==> config.mk <==
export PLATFORM = sky130hd
export DESIGN_NAME = audio_energy_meter
export DESIGN_NICKNAME = d
export VERILOG_FILES = /design/src/aem_pkg.sv /design/src/aem_dp.sv /design/src/aem_ctrl.sv /design/src/audio_energy_meter.sv
export VERILOG_INCLUDE_DIRS = /design/src /design/src/src
export SDC_FILE = /design/constraint.sdc
export NUM_CORES = 2
export LEC_CHECK = 0
export ABC_AREA = 1
export BUFFER_PORTS_ARGS = -buffer_cell sky130_fd_sc_hd__buf_2
export CAP_MARGIN = 10
export CORE_AREA = 2 2 335 337
export CTS_BUF_LIST = sky130_fd_sc_hd__clkbuf_16
export DETAILED_ROUTE_END_ITERATION = 8
export DIE_AREA = 0 0 337 339
export GPL_ROUTABILITY_DRIVEN = 0
export HOLD_SLACK_MARGIN = 0.06
export PLACE_DENSITY_LB_ADDON = 0.12
export SLEW_MARGIN = 40
export SYNTH_ARGS = -nofsm -noshare
export SYNTH_HDL_FRONTEND = slang
export SYNTH_HIERARCHICAL = 1
export SYNTH_SLANG_ARGS = --single-unit
==> constraint.sdc <==
create_clock -name i_clk -period 11.6 [get_ports i_clk]
set_input_delay 2.32 -clock i_clk [delete_from_list [all_inputs] [get_ports i_clk]]
set_output_delay 2.32 -clock i_clk [all_outputs]
set_load 0.03 [all_outputs]
==> src/audio_energy_meter_assert.svh <==
// Assertion macros used by the audio energy meter controller.
`ifndef AUDIO_ENERGY_METER_ASSERT_SVH
`define AUDIO_ENERGY_METER_ASSERT_SVH

// Same-cycle implication, disabled during reset.
`define AEM_ASSERT_NOW(label, clk, rst_n, ante, cons) \
    label: assert property (@(posedge clk) disable iff (!rst_n) (ante) |-> (cons)) \
        else $error("audio_energy_meter: assertion failed");

// Next-cycle implication, disabled during reset.
`define AEM_ASSERT_NEXT(label, clk, rst_n, ante, cons) \
    label: assert property (@(posedge clk) disable iff (!rst_n) (ante) |=> (cons)) \
        else $error("audio_energy_meter: assertion failed");

`endif

==> src/aem_pkg.sv <==
// Types, constants and helper function for the audio energy meter.
package aem_pkg;

    localparam int GROUP_SIZE = 32;
    localparam int RING_DEPTH = 1024;

    localparam int SMP_W   = 16;
    localparam int SUM_W   = 40;
    localparam int CNT_W   = 8;
    localparam int SLOT_W  = 10;
    localparam int DB_W    = 9;
    localparam int LVL_W   = 16;
    localparam int FRAC_W  = 16;
    localparam int P_W     = 6;
    localparam int LOG_W   = P_W + FRAC_W;
    localparam int MANT_W  = 32;
    localparam int PROD_W  = 2 * MANT_W;
    localparam int ATT_W   = 40;
    localparam int NUM_W   = DB_W + FRAC_W;
    localparam int SQ_STEPS  = FRAC_W;
    localparam int DIV_STEPS = NUM_W;
    localparam int CTR_W   = $clog2(DIV_STEPS);

    localparam logic signed [DB_W-1:0] MIN_DB_RESET = -9'sd90;
    localparam logic [17:0]          DB_PER_LOG2  = 18'd197283;
    localparam logic [LVL_W-1:0]     LVL_MAX      = {LVL_W{1'b1}};
    localparam logic [SUM_W-1:0]     FULL_SUM     = SUM_W'(GROUP_SIZE) << 30;

    // 6.16 log2, evaluated at elaboration only.
    function automatic logic [LOG_W-1:0] log2_q16_const(input longint unsigned x);
        int unsigned       p;
        longint unsigned   m;
        logic [FRAC_W-1:0] fr;
        p  = 0;
        fr = '0;
        while (p < 63 && (x >> (p + 1)) != 0) p++;
        if (p >= 31) m = x >> (p - 31);
        else         m = x << (31 - p);
        for (int i = 0; i < FRAC_W; i++) begin
            m  = (m * m) >> 31;
            fr = {fr[FRAC_W-2:0], 1'b0};
            if (m >= 64'h1_0000_0000) begin
                fr[0] = 1'b1;
                m     = m >> 1;
            end
        end
        return {P_W'(p), fr};
    endfunction

    // log2(GROUP_SIZE) + 30, the reference point of the attenuation
    localparam logic [LOG_W-1:0] LOG_REF =
        log2_q16_const(longint'(GROUP_SIZE)) + LOG_W'(30 << FRAC_W);

    typedef struct packed {
        logic signed [SMP_W-1:0] sample;
        logic signed [15:0]      beam_angle;
        logic [15:0]             beam_confidence;
    } t_in;

    typedef struct packed {
        logic [LVL_W-1:0]   energy_level;
        logic [SLOT_W-1:0]  ring_slot;
        logic signed [15:0] angle_out;
        logic [15:0]        confidence_out;
    } t_out;

    typedef struct packed {
        logic accept;
        logic chk_load;
        logic norm_shift;
        logic m_load;
        logic sq_mul;
        logic sq_upd;
        logic att_mul;
        logic att_reg;
        logic div_load;
        logic div_step;
        logic lvl_zero;
        logic lvl_full;
        logic lvl_sat;
        logic out_load;
    } t_cmd;

    typedef struct packed {
        logic last;
        logic sum_zero;
        logic sum_full;
        logic floor_bad;
        logic norm_done;
        logic a_ge_floor;
        logic out_free;
    } t_sts;

endpackage

==> src/aem_dp.sv <==
// Datapath: square accumulator, log2 unit, dB scaling, divider, output register.
module aem_dp (
    input  logic                  i_clk,
    input  logic                  i_rst_n,
    input  aem_pkg::t_in          i_in,
    input  logic                  i_cfg_we,
    input  logic [8:0]            i_cfg_data,
    input  aem_pkg::t_cmd         i_cmd,
    output aem_pkg::t_sts         o_sts,
    output logic                  o_out_valid,
    input  logic                  i_out_ready,
    output aem_pkg::t_out         o_out
);
    import aem_pkg::*;

    logic signed [DB_W-1:0]  r_min_db;
    logic [SUM_W-1:0]        r_sum;
    logic [CNT_W-1:0]        r_cnt;
    logic [SLOT_W-1:0]       r_slot;
    logic signed [15:0]      r_angle;
    logic [15:0]             r_conf;
    logic [SUM_W-1:0]        r_x;
    logic [P_W-1:0]          r_p;
    logic [MANT_W-1:0]       r_m;
    logic [FRAC_W-1:0]       r_frac;
    logic [PROD_W-1:0]       r_prod;
    logic [NUM_W-1:0]        r_a;
    logic [DB_W-1:0]         r_rem;
    logic [NUM_W-1:0]        r_quo;
    logic [LVL_W-1:0]        r_level;
    logic                    r_out_valid;
    t_out                    r_out;

    logic signed [2*SMP_W-1:0] w_sq;
    logic                      w_last;
    logic [LOG_W-1:0]          w_log;
    logic [LOG_W-1:0]          w_d;
    logic [ATT_W-1:0]          w_att;
    logic [DB_W-1:0]           w_f;
    logic [NUM_W-1:0]          w_fq;
    logic [DB_W:0]             w_rem_sh;
    logic                      w_q_bit;
    logic [SLOT_W:0]           w_slot_inc;

    assign w_sq   = (2*SMP_W)'(i_in.sample) * (2*SMP_W)'(i_in.sample);
    assign w_last = ({1'b0, r_cnt} + (CNT_W+1)'(1)) >= (CNT_W+1)'(GROUP_SIZE);

    assign w_log = {r_p, r_frac};
    assign w_d   = (w_log < LOG_REF) ? (LOG_REF - w_log) : '0;
    assign w_att = ATT_W'(w_d) * ATT_W'(DB_PER_LOG2);

    // floor magnitude, 1..256 when the register is negative
    assign w_f  = ~r_min_db + DB_W'(1);
    assign w_fq = {w_f, {FRAC_W{1'b0}}};

    assign w_rem_sh = {r_rem, r_quo[NUM_W-1]};
    assign w_q_bit  = w_rem_sh >= {1'b0, w_f};

    assign w_slot_inc = {1'b0, r_slot} + (SLOT_W+1)'(1);

    assign o_sts.last       = w_last;
    assign o_sts.sum_zero   = (r_sum == '0);
    assign o_sts.sum_full   = (r_sum >= FULL_SUM);
    assign o_sts.floor_bad  = ~r_min_db[DB_W-1];
    assign o_sts.norm_done  = r_x[SUM_W-1];
    assign o_sts.a_ge_floor = (r_a >= w_fq);
    assign o_sts.out_free   = ~r_out_valid | i_out_ready;

    always_ff @(posedge i_clk) begin
        if (!i_rst_n) begin
            r_min_db    <= MIN_DB_RESET;
            r_sum       <= '0;
            r_cnt       <= '0;
            r_slot      <= '0;
            r_out_valid <= 1'b0;
        end else begin
            if (i_cfg_we) begin
                r_min_db <= i_cfg_data;
            end
            if (i_cmd.accept) begin
                r_sum <= r_sum + {{(SUM_W-2*SMP_W){1'b0}}, w_sq};
                r_cnt <= w_last ? '0 : r_cnt + CNT_W'(1);
            end
            if (i_cmd.out_load) begin
                r_sum       <= '0;
                r_out_valid <= 1'b1;
                if (w_slot_inc >= (SLOT_W+1)'(RING_DEPTH)) begin
                    r_slot <= '0;
                end else begin
                    r_slot <= w_slot_inc[SLOT_W-1:0];
                end
            end else if (i_out_ready) begin
                r_out_valid <= 1'b0;
            end
        end
    end

    always_ff @(posedge i_clk) begin
        if (i_cmd.accept) begin
            r_angle <= i_in.beam_angle;
            r_conf  <= i_in.beam_confidence;
        end
        if (i_cmd.chk_load) begin
            r_x <= r_sum;
            r_p <= P_W'(SUM_W - 1);
        end else if (i_cmd.norm_shift) begin
            r_x <= {r_x[SUM_W-2:0], 1'b0};
            r_p <= r_p - P_W'(1);
        end
        if (i_cmd.m_load) begin
            r_m    <= r_x[SUM_W-1 -: MANT_W];
            r_frac <= '0;
        end else if (i_cmd.sq_upd) begin
            // product >= 2 in Q2.62: emit a one and renormalize
            r_frac <= {r_frac[FRAC_W-2:0], r_prod[PROD_W-1]};
            r_m    <= r_prod[PROD_W-1] ? r_prod[PROD_W-1 -: MANT_W]
                                       : r_prod[PROD_W-2 -: MANT_W];
        end
        if (i_cmd.sq_mul) begin
            r_prod <= PROD_W'(r_m) * PROD_W'(r_m);
        end else if (i_cmd.att_mul) begin
            r_prod <= PROD_W'(w_att);
        end
        if (i_cmd.att_reg) begin
            r_a <= NUM_W'(({1'b0, r_prod[ATT_W-1:0]} + (ATT_W+1)'(32768)) >> FRAC_W);
        end
        if (i_cmd.div_load) begin
            r_rem <= '0;
            r_quo <= w_fq - r_a;
        end else if (i_cmd.div_step) begin
            r_rem <= w_q_bit ? DB_W'(w_rem_sh - {1'b0, w_f}) : w_rem_sh[DB_W-1:0];
            r_quo <= {r_quo[NUM_W-2:0], w_q_bit};
        end
        if (i_cmd.lvl_zero) begin
            r_level <= '0;
        end else if (i_cmd.lvl_full) begin
            r_level <= LVL_MAX;
        end else if (i_cmd.lvl_sat) begin
            r_level <= (|r_quo[NUM_W-1:LVL_W]) ? LVL_MAX : r_quo[LVL_W-1:0];
        end
        if (i_cmd.out_load) begin
            r_out.energy_level   <= r_level;
            r_out.ring_slot      <= r_slot;
            r_out.angle_out      <= r_angle;
            r_out.confidence_out <= r_conf;
        end
    end

    assign o_out_valid = r_out_valid;
    assign o_out       = r_out;

endmodule

==> src/aem_ctrl.sv <==
// Controller: sequences accumulation, log, scaling and division per group.
`include "audio_energy_meter_assert.svh"

module aem_ctrl (
    input  logic           i_clk,
    input  logic           i_rst_n,
    input  logic           i_in_valid,
    output logic           o_in_ready,
    input  aem_pkg::t_sts  i_sts,
    output aem_pkg::t_cmd  o_cmd
);
    import aem_pkg::*;

    localparam logic [3:0] S_ACC   = 4'd0;
    localparam logic [3:0] S_CHK   = 4'd1;
    localparam logic [3:0] S_NORM  = 4'd2;
    localparam logic [3:0] S_SQMUL = 4'd3;
    localparam logic [3:0] S_SQUPD = 4'd4;
    localparam logic [3:0] S_AMUL  = 4'd5;
    localparam logic [3:0] S_AREG  = 4'd6;
    localparam logic [3:0] S_CMP   = 4'd7;
    localparam logic [3:0] S_DIV   = 4'd8;
    localparam logic [3:0] S_SAT   = 4'd9;
    localparam logic [3:0] S_OUT   = 4'd10;

    logic [3:0]       r_state, n_state;
    logic [CTR_W-1:0] r_cnt, n_cnt;
    t_cmd             w_cmd;

    assign o_in_ready = (r_state == S_ACC);

    always_comb begin
        n_state = r_state;
        n_cnt   = r_cnt;
        w_cmd   = '0;
        case (r_state)
            S_ACC: begin
                w_cmd.accept = i_in_valid;
                if (i_in_valid && i_sts.last) n_state = S_CHK;
            end
            S_CHK: begin
                w_cmd.chk_load = 1'b1;
                if (i_sts.sum_zero || i_sts.floor_bad) begin
                    w_cmd.lvl_zero = 1'b1;
                    n_state        = S_OUT;
                end else if (i_sts.sum_full) begin
                    w_cmd.lvl_full = 1'b1;
                    n_state        = S_OUT;
                end else begin
                    n_state = S_NORM;
                end
            end
            S_NORM: begin
                if (i_sts.norm_done) begin
                    w_cmd.m_load = 1'b1;
                    n_cnt        = '0;
                    n_state      = S_SQMUL;
                end else begin
                    w_cmd.norm_shift = 1'b1;
                end
            end
            S_SQMUL: begin
                w_cmd.sq_mul = 1'b1;
                n_state      = S_SQUPD;
            end
            S_SQUPD: begin
                w_cmd.sq_upd = 1'b1;
                if (r_cnt == CTR_W'(SQ_STEPS - 1)) begin
                    n_state = S_AMUL;
                end else begin
                    n_cnt   = r_cnt + CTR_W'(1);
                    n_state = S_SQMUL;
                end
            end
            S_AMUL: begin
                w_cmd.att_mul = 1'b1;
                n_state       = S_AREG;
            end
            S_AREG: begin
                w_cmd.att_reg = 1'b1;
                n_state       = S_CMP;
            end
            S_CMP: begin
                if (i_sts.a_ge_floor) begin
                    w_cmd.lvl_zero = 1'b1;
                    n_state        = S_OUT;
                end else begin
                    w_cmd.div_load = 1'b1;
                    n_cnt          = '0;
                    n_state        = S_DIV;
                end
            end
            S_DIV: begin
                w_cmd.div_step = 1'b1;
                if (r_cnt == CTR_W'(DIV_STEPS - 1)) begin
                    n_state = S_SAT;
                end else begin
                    n_cnt = r_cnt + CTR_W'(1);
                end
            end
            S_SAT: begin
                w_cmd.lvl_sat = 1'b1;
                n_state       = S_OUT;
            end
            S_OUT: begin
                if (i_sts.out_free) begin
                    w_cmd.out_load = 1'b1;
                    n_state        = S_ACC;
                end
            end
            default: begin
                n_state = S_ACC;
            end
        endcase
    end

    always_ff @(posedge i_clk) begin
        if (!i_rst_n) begin
            r_state <= S_ACC;
            r_cnt   <= '0;
        end else begin
            r_state <= n_state;
            r_cnt   <= n_cnt;
        end
    end

    assign o_cmd = w_cmd;

    `AEM_ASSERT_NOW(a_load_when_free, i_clk, i_rst_n, w_cmd.out_load, i_sts.out_free)
    `AEM_ASSERT_NEXT(a_back_to_acc, i_clk, i_rst_n, w_cmd.out_load, r_state == S_ACC)
    `AEM_ASSERT_NEXT(a_last_starts_calc, i_clk, i_rst_n, w_cmd.accept && i_sts.last, r_state == S_CHK)
    `AEM_ASSERT_NOW(a_div_cnt_bound, i_clk, i_rst_n, r_state == S_DIV, r_cnt < CTR_W'(DIV_STEPS))

endmodule

==> src/audio_energy_meter.sv <==
// Top level of the audio energy meter.
//
// Samples are taken one per cycle while a group is being summed; each group of
// GROUP_SIZE (32) samples yields one result: the Q0.16 level 1 - dB/floor of the
// group's mean square, the ring slot and the beam values of the group's last
// sample. After the last sample of a group the input stalls while the result is
// computed: special-case checks, one-bit normalizing shifts, a mantissa load, the
// 16 squarings of the log2 mantissa on one 32x32 multiplier, dB scaling and floor
// compare, a restoring divider by the floor, then saturation and hand-over; a
// group at or below the floor skips the divider and saturation, and silent,
// full-scale or floor-disabled groups go from the checks straight to hand-over.
// Hand-over waits while the previous result is still unread. The result sits in
// an output register, so a new group may be summed while it waits. The floor
// register (i_cfg_we / i_cfg_data, signed whole dB, reset -90) is to be written
// only between groups.
module audio_energy_meter (
    input  logic          i_clk,
    input  logic          i_rst_n,
    input  logic          i_in_valid,
    output logic          o_in_ready,
    input  aem_pkg::t_in  i_in_data,
    output logic          o_out_valid,
    input  logic          i_out_ready,
    output aem_pkg::t_out o_out_data,
    input  logic          i_cfg_we,
    input  logic [8:0]    i_cfg_data
);
    import aem_pkg::*;

    t_cmd w_cmd;
    t_sts w_sts;

    aem_ctrl u_ctrl (
        .i_clk      (i_clk),
        .i_rst_n    (i_rst_n),
        .i_in_valid (i_in_valid),
        .o_in_ready (o_in_ready),
        .i_sts      (w_sts),
        .o_cmd      (w_cmd)
    );

    aem_dp u_dp (
        .i_clk       (i_clk),
        .i_rst_n     (i_rst_n),
        .i_in        (i_in_data),
        .i_cfg_we    (i_cfg_we),
        .i_cfg_data  (i_cfg_data),
        .i_cmd       (w_cmd),
        .o_sts       (w_sts),
        .o_out_valid (o_out_valid),
        .i_out_ready (i_out_ready),
        .o_out       (o_out_data)
    );

endmodule

# Yosys cells after proc, flatten, opt, wreduce, memory -nomap -nowiden
# Index checks and enable logic that the tools add are counted.
# classes
add_sub_neg	11
mul	3
div_mod_pow	0
order_cmp	6
eq_ne	19
shifts	0
n_mux	53
bitwise_logic	5
n_reduce_logical	15
# ops
operator	count
64-bit 2-to-1 mux	2
32-bit 2-to-1 mux	3
40-bit 2-to-1 mux	2
32-bit by 32-bit multiplier with 64-bit output	1
25-bit 2-to-1 mux	2
16-bit 2-to-1 mux	3
4-bit case mux with 11 select lines	1
40-bit by 16-bit adder with 41-bit output (second input constant)	1
40-bit by 32-bit adder with 40-bit output	1
40-bit by 36-bit >= comparator with 1-bit output (second input constant)	1
40-bit zero test	1
22-bit by 18-bit multiplier with 40-bit output (second input constant)	1
16-bit by 16-bit multiplier with 32-bit output	1
25-bit >= comparator	1
25-bit subtractor	1
4-bit 2-to-1 mux	6
22-bit less-than comparator (second input constant)	1
22-bit 2-to-1 mux	1
22-bit subtractor (first input constant)	1
1-bit 2-to-1 mux	21
5-bit 2-to-1 mux	4
5-bit case mux with 4 select lines	1
4-bit by 3-bit == test with 1-bit output (second input constant)	4
4-bit == test (second input constant)	3
other kinds (34)	48
# totals
regBits	400
latchBits	0
mem_bits_rw	0
rom_bits	0
inputBits	62
out_inout_bits	60
elab_cells	134
n_memories	0

# Longest topological paths before layout
# logic_depth
depth_word	6
ltp_mapped	39
ltp_nobuf	37

# By module
# Netlist, hierarchy kept.
# modules_own_cells
mod	instances	cells_per_inst	area_each_um2	seq_area_each_um2
aem_dp	1	8049	65338.9	10139.7
aem_ctrl	1	133	775.7	180.2

# Worst setup path before layout
# No wires, ideal clock.
# synth_timing
path_kind	input-to-reg
start	in i_in_data[33] (netlist name)
end	reg u_dp.r_sum[32]
setup_time_ps	115
arrival_ps	8653
t_required_ps	11485
setup_slack_ps	2832
cell_stages	34
n_path_buf	2
cell_sequence	clkbuf_1 clkbuf_1 nand2_1 inv_1 fa_1 inv_1 fa_1 inv_1 fa_1 inv_1 fa_1 fa_1 fa_1 inv_1 ha_1 inv_1 nor3_1 nand2_1 nor3_1 nand2_1 nand2_1 nand2_1 inv_1 nor2_1 ha_1 nand2_1 nor2_1 inv_1 nor4_1 nand2_1 nand2_1 nand3_1 nand2_1 nor2_1
# synth_via
elab_chain_cells	2
# synth_lines
element	line_no	text
start, declared	audio_energy_meter.sv:21	input aem_pkg::t_in i_in_data,
16-bit by 16-bit multiplier with 32-bit output	aem_dp.sv:45	assign w_sq = (2*SMP_W)'(i_in.sample) * (2*SMP_W)'(i_in.sample);
40-bit by 32-bit adder with 40-bit output	aem_dp.sv:81	r_sum <= r_sum + {{(SUM_W-2*SMP_W){1'b0}}, w_sq};
end signal, assigned	aem_dp.sv:81	
end, declared	aem_dp.sv:17	logic [SUM_W-1:0] r_sum;
# No other way between the ends.
# A chain may end at the register's enable or synchronous reset.

# Worst setup path in the final report
# layout_timing
start	in i_in_data[47] (netlist name)
end	reg u_dp.r_sum[38]
# Same word-level chain as after synthesis.

==> results.sh <==
export IMPL_start_util_pct=59.91
export IMPL_dpl_cell_count=9646
export IMPL_worstSetupPathType="in -> reg"
export IMPL_core_area_um2=110400
export IMPL_via_count=51870
export IMPL_clock_skew_final_ns=0.04860
export IMPL_cts_sinks=385
export IMPL_synthesis_nets=9965
export IMPL_end_kind="register"
export IMPL_grt_util_met1_pct=41.28
export IMPL_tightest_slew_ns=0.8505
export IMPL_synthXorXnorAreaFrac_pct=1.868
export IMPL_area_delta_synth_final_pct=5.467
export IMPL_die_area_um2=114200
export IMPL_grt_pass1_wl_um=281000
export IMPL_root_buffer="clkbuf_16"
export IMPL_ctsResizeCount=0
export IMPL_netlist_instances=8182
export IMPL_clkTransAtPathRegs_ns=0.06
export IMPL_first_pass_iters=6
export IMPL_antenna_found_initial=3
export IMPL_use_met3_pct=4.250
export IMPL_startpoint_type="input pin"
export IMPL_crit_path_max_fanout=23
export IMPL_layout_drive_gt1_share_pct=4.528
export IMPL_drt_iter0_markers=3656
export IMPL_synth_compound_area_share_pct=6.275
export IMPL_grt_overflow_total=0
export IMPL_die_x_um=337
export IMPL_synthAdderAreaFrac_pct=45.29
export IMPL_drc=0
export IMPL_synthMuxAreaShare_pct=0
export IMPL_rsz0062_at_grt="false"
export IMPL_cts_hold_buf=0
export IMPL_status="completed"
export IMPL_fmax_mhz=111.7
export IMPL_post_drt_wl_per_cell_um=17.88
export IMPL_synth_seq_area_share_pct=15.61
export IMPL_synth_area_top_cells="fa_1 34%, inv_1 13%, edfxtp_1 12%, ha_1 11%, nand2_1 9.5%"
export IMPL_post_route_util_pct=63.18
export IMPL_cts_setup_buffers=0
export IMPL_cts_tree="yes"
export IMPL_hold_path_class="reg -> reg"
export IMPL_period_needed_ns=8.953
export IMPL_maxCapViolations=0
export IMPL_layout_common_cells="2332 x inv_1, 1680 x nand2_1, 1120 x fa_1"
export IMPL_hold_viol_final=0
export IMPL_yosysTopAreaCellShare_pct=33.91
export IMPL_netlist_cell_type_count=59
export IMPL_synth_flop_cell="edfxtp_1"
export IMPL_num_rows=122
export IMPL_htree_levels=2
export IMPL_ant_nets=0
export IMPL_final_common_cell="inv_1"
export IMPL_cts_made_buffers=43
export IMPL_slew_headroom_pct=43.16
export IMPL_drv_slew=0
export IMPL_grt_busiest_layer="met2"
export IMPL_yosys_area_top_type="fa_1"
export IMPL_ys_ff_latch=385
export IMPL_cpPeakStageDelay_ns=0.50
export IMPL_finalCritPeriodShare_pct=77.18
export IMPL_post_dp_hpwl_um=142200
export IMPL_required_ns=12.08
export IMPL_fin_nets=9986
export IMPL_io_buffers=121
export IMPL_num_antenna_cells=0
export IMPL_synth_top_family_by_area="adder cells"
export IMPL_crit_slowest_cell="fa_1"
export IMPL_fp_dieH_um=339
export IMPL_grt_pass1_vias=53590
export IMPL_avgSynthCellArea_um2=8.081
export IMPL_ctsLongestPathBuffers=3
export IMPL_clk_insertion_delay_late_ns=0.61
export IMPL_grt_max_degree=72
export IMPL_finalSetupViolations=0
export IMPL_use_met2_pct=52.71
export IMPL_synth_area_um2=66110
export IMPL_worstPathArrival_ns=9.43
export IMPL_wl_um=173900
export IMPL_track_usage_pct=31.27
export IMPL_io_pins=122
export IMPL_async_reset_ff_share_pct=0
export IMPL_yosysWarnings=6
export IMPL_viasPerCell=5.334
export IMPL_synth_edf_count=261
export IMPL_synth_simple_area_share_pct=16.38
export IMPL_setup_tns_ns=0
export IMPL_fin_cells=9725
==> synthesized netlist by cell type, types with 13 or more instances <==
| master | count |
|---|---|
| o21bai_1 | 35 |
| a21oi_1 | 327 |
| nand2_2 | 13 |
| xnor2_1 | 41 |
| a21o_1 | 19 |
| o31ai_1 | 20 |
| inv_1 | 2323 |
| inv_2 | 35 |
| nor2_2 | 26 |
| o211ai_1 | 28 |
| nand4_1 | 52 |
| nand2_1 | 1680 |
| nor4_1 | 20 |
| fa_1 | 1120 |
| nor2_1 | 480 |
| clkbuf_1 | 179 |
| nor3_1 | 65 |
| nand3b_1 | 18 |
| nand3_1 | 211 |
| a211oi_1 | 13 |
| o21ai_1 | 20 |
| edfxtp_1 | 261 |
| xor2_1 | 100 |
| dfxtp_1 | 124 |
| ha_1 | 601 |
| o21ai_0 | 256 |
==> per-stage QoR <==
step / hold WS, ns / setup WS (ns) / instance area (µm²)
after floorplan: 0.4003 / 2.832 / 66110
after global placement: 0.4005 / 2.111 / 68220
after detailed placement: 0.4045 / 2.069 / 68250
after CTS: 0.4110 / 2.670 / 69730
after global routing: 0.4242 / 2.013 / 69730
final: 0.4101 / 2.647 / 69730
==> critical path, delay by kind of cell <==
family | cells | cell delay [ns]
and+or+nand+nor | 12 | 1.61
adders and majority gates | 8 | 3.53
xor gates and xnor gates | 1 | 0.25
buffers and inverters | 8 | 1.15
AOI/OAI and AO/OA | 3 | 0.55
==> area by class of cell <==
type / count / area (µm²)
clock buffers: 43 / 1076
clock inverters: 36 / 397.9
fillers: 9739 / 40630
inverters: 2363 / 8870
multi-input cells: 5237 / 46190
flip-flops and latches: 385 / 10320
well taps: 1488 / 1862
repair buffers: 173 / 1011
==> final timing paths <==
check,from,to,slack [ns],cells after the start
setup / recovery,i_in_data[47],u_dp/r_sum[38]$_SDFFE_PP0P_,2.65,32
hold / removal,u_dp/r_conf[13]$_DFFE_PP_,u_dp/o_out[13]$_DFFE_PP_,0.41,0
setup reg to reg,u_dp/r_m[27]$_DFFE_PP_,u_dp/r_prod[31]$_DFFE_PP_,3.69,29
hold reg to reg,u_dp/r_conf[13]$_DFFE_PP_,u_dp/o_out[13]$_DFFE_PP_,0.41,0
==> flip-flops by register name, summed over array words and instances, names as in the netlist, 25 cells and up <==
register     flops
u_dp/o_out      58
u_dp/r_prod     49
u_dp/r_sum      40
u_dp/r_x        40
u_dp/r_m        32
u_dp/r_a        25
u_dp/r_quo      25
==> per-layer routing <==
metal,vias to the layer above,routed length (µm)
met5,-,10
met4,2,7266
met3,388,11430
met2,1750,83870
met1,25340,71290
li1,24400,-
==> cells by family after synthesis <==
logic type | after synthesis
AOI/OAI and AO/OA | 752
adders and majority gates | 1721
and+or+nand+nor | 2623
xor gates and xnor gates | 141
buffers and inverters | 2560
DFF | 385
Power is left out: the tool's default activity adds up to more than one toggle a clock period on the data nets, which glitch-free logic cannot reach.
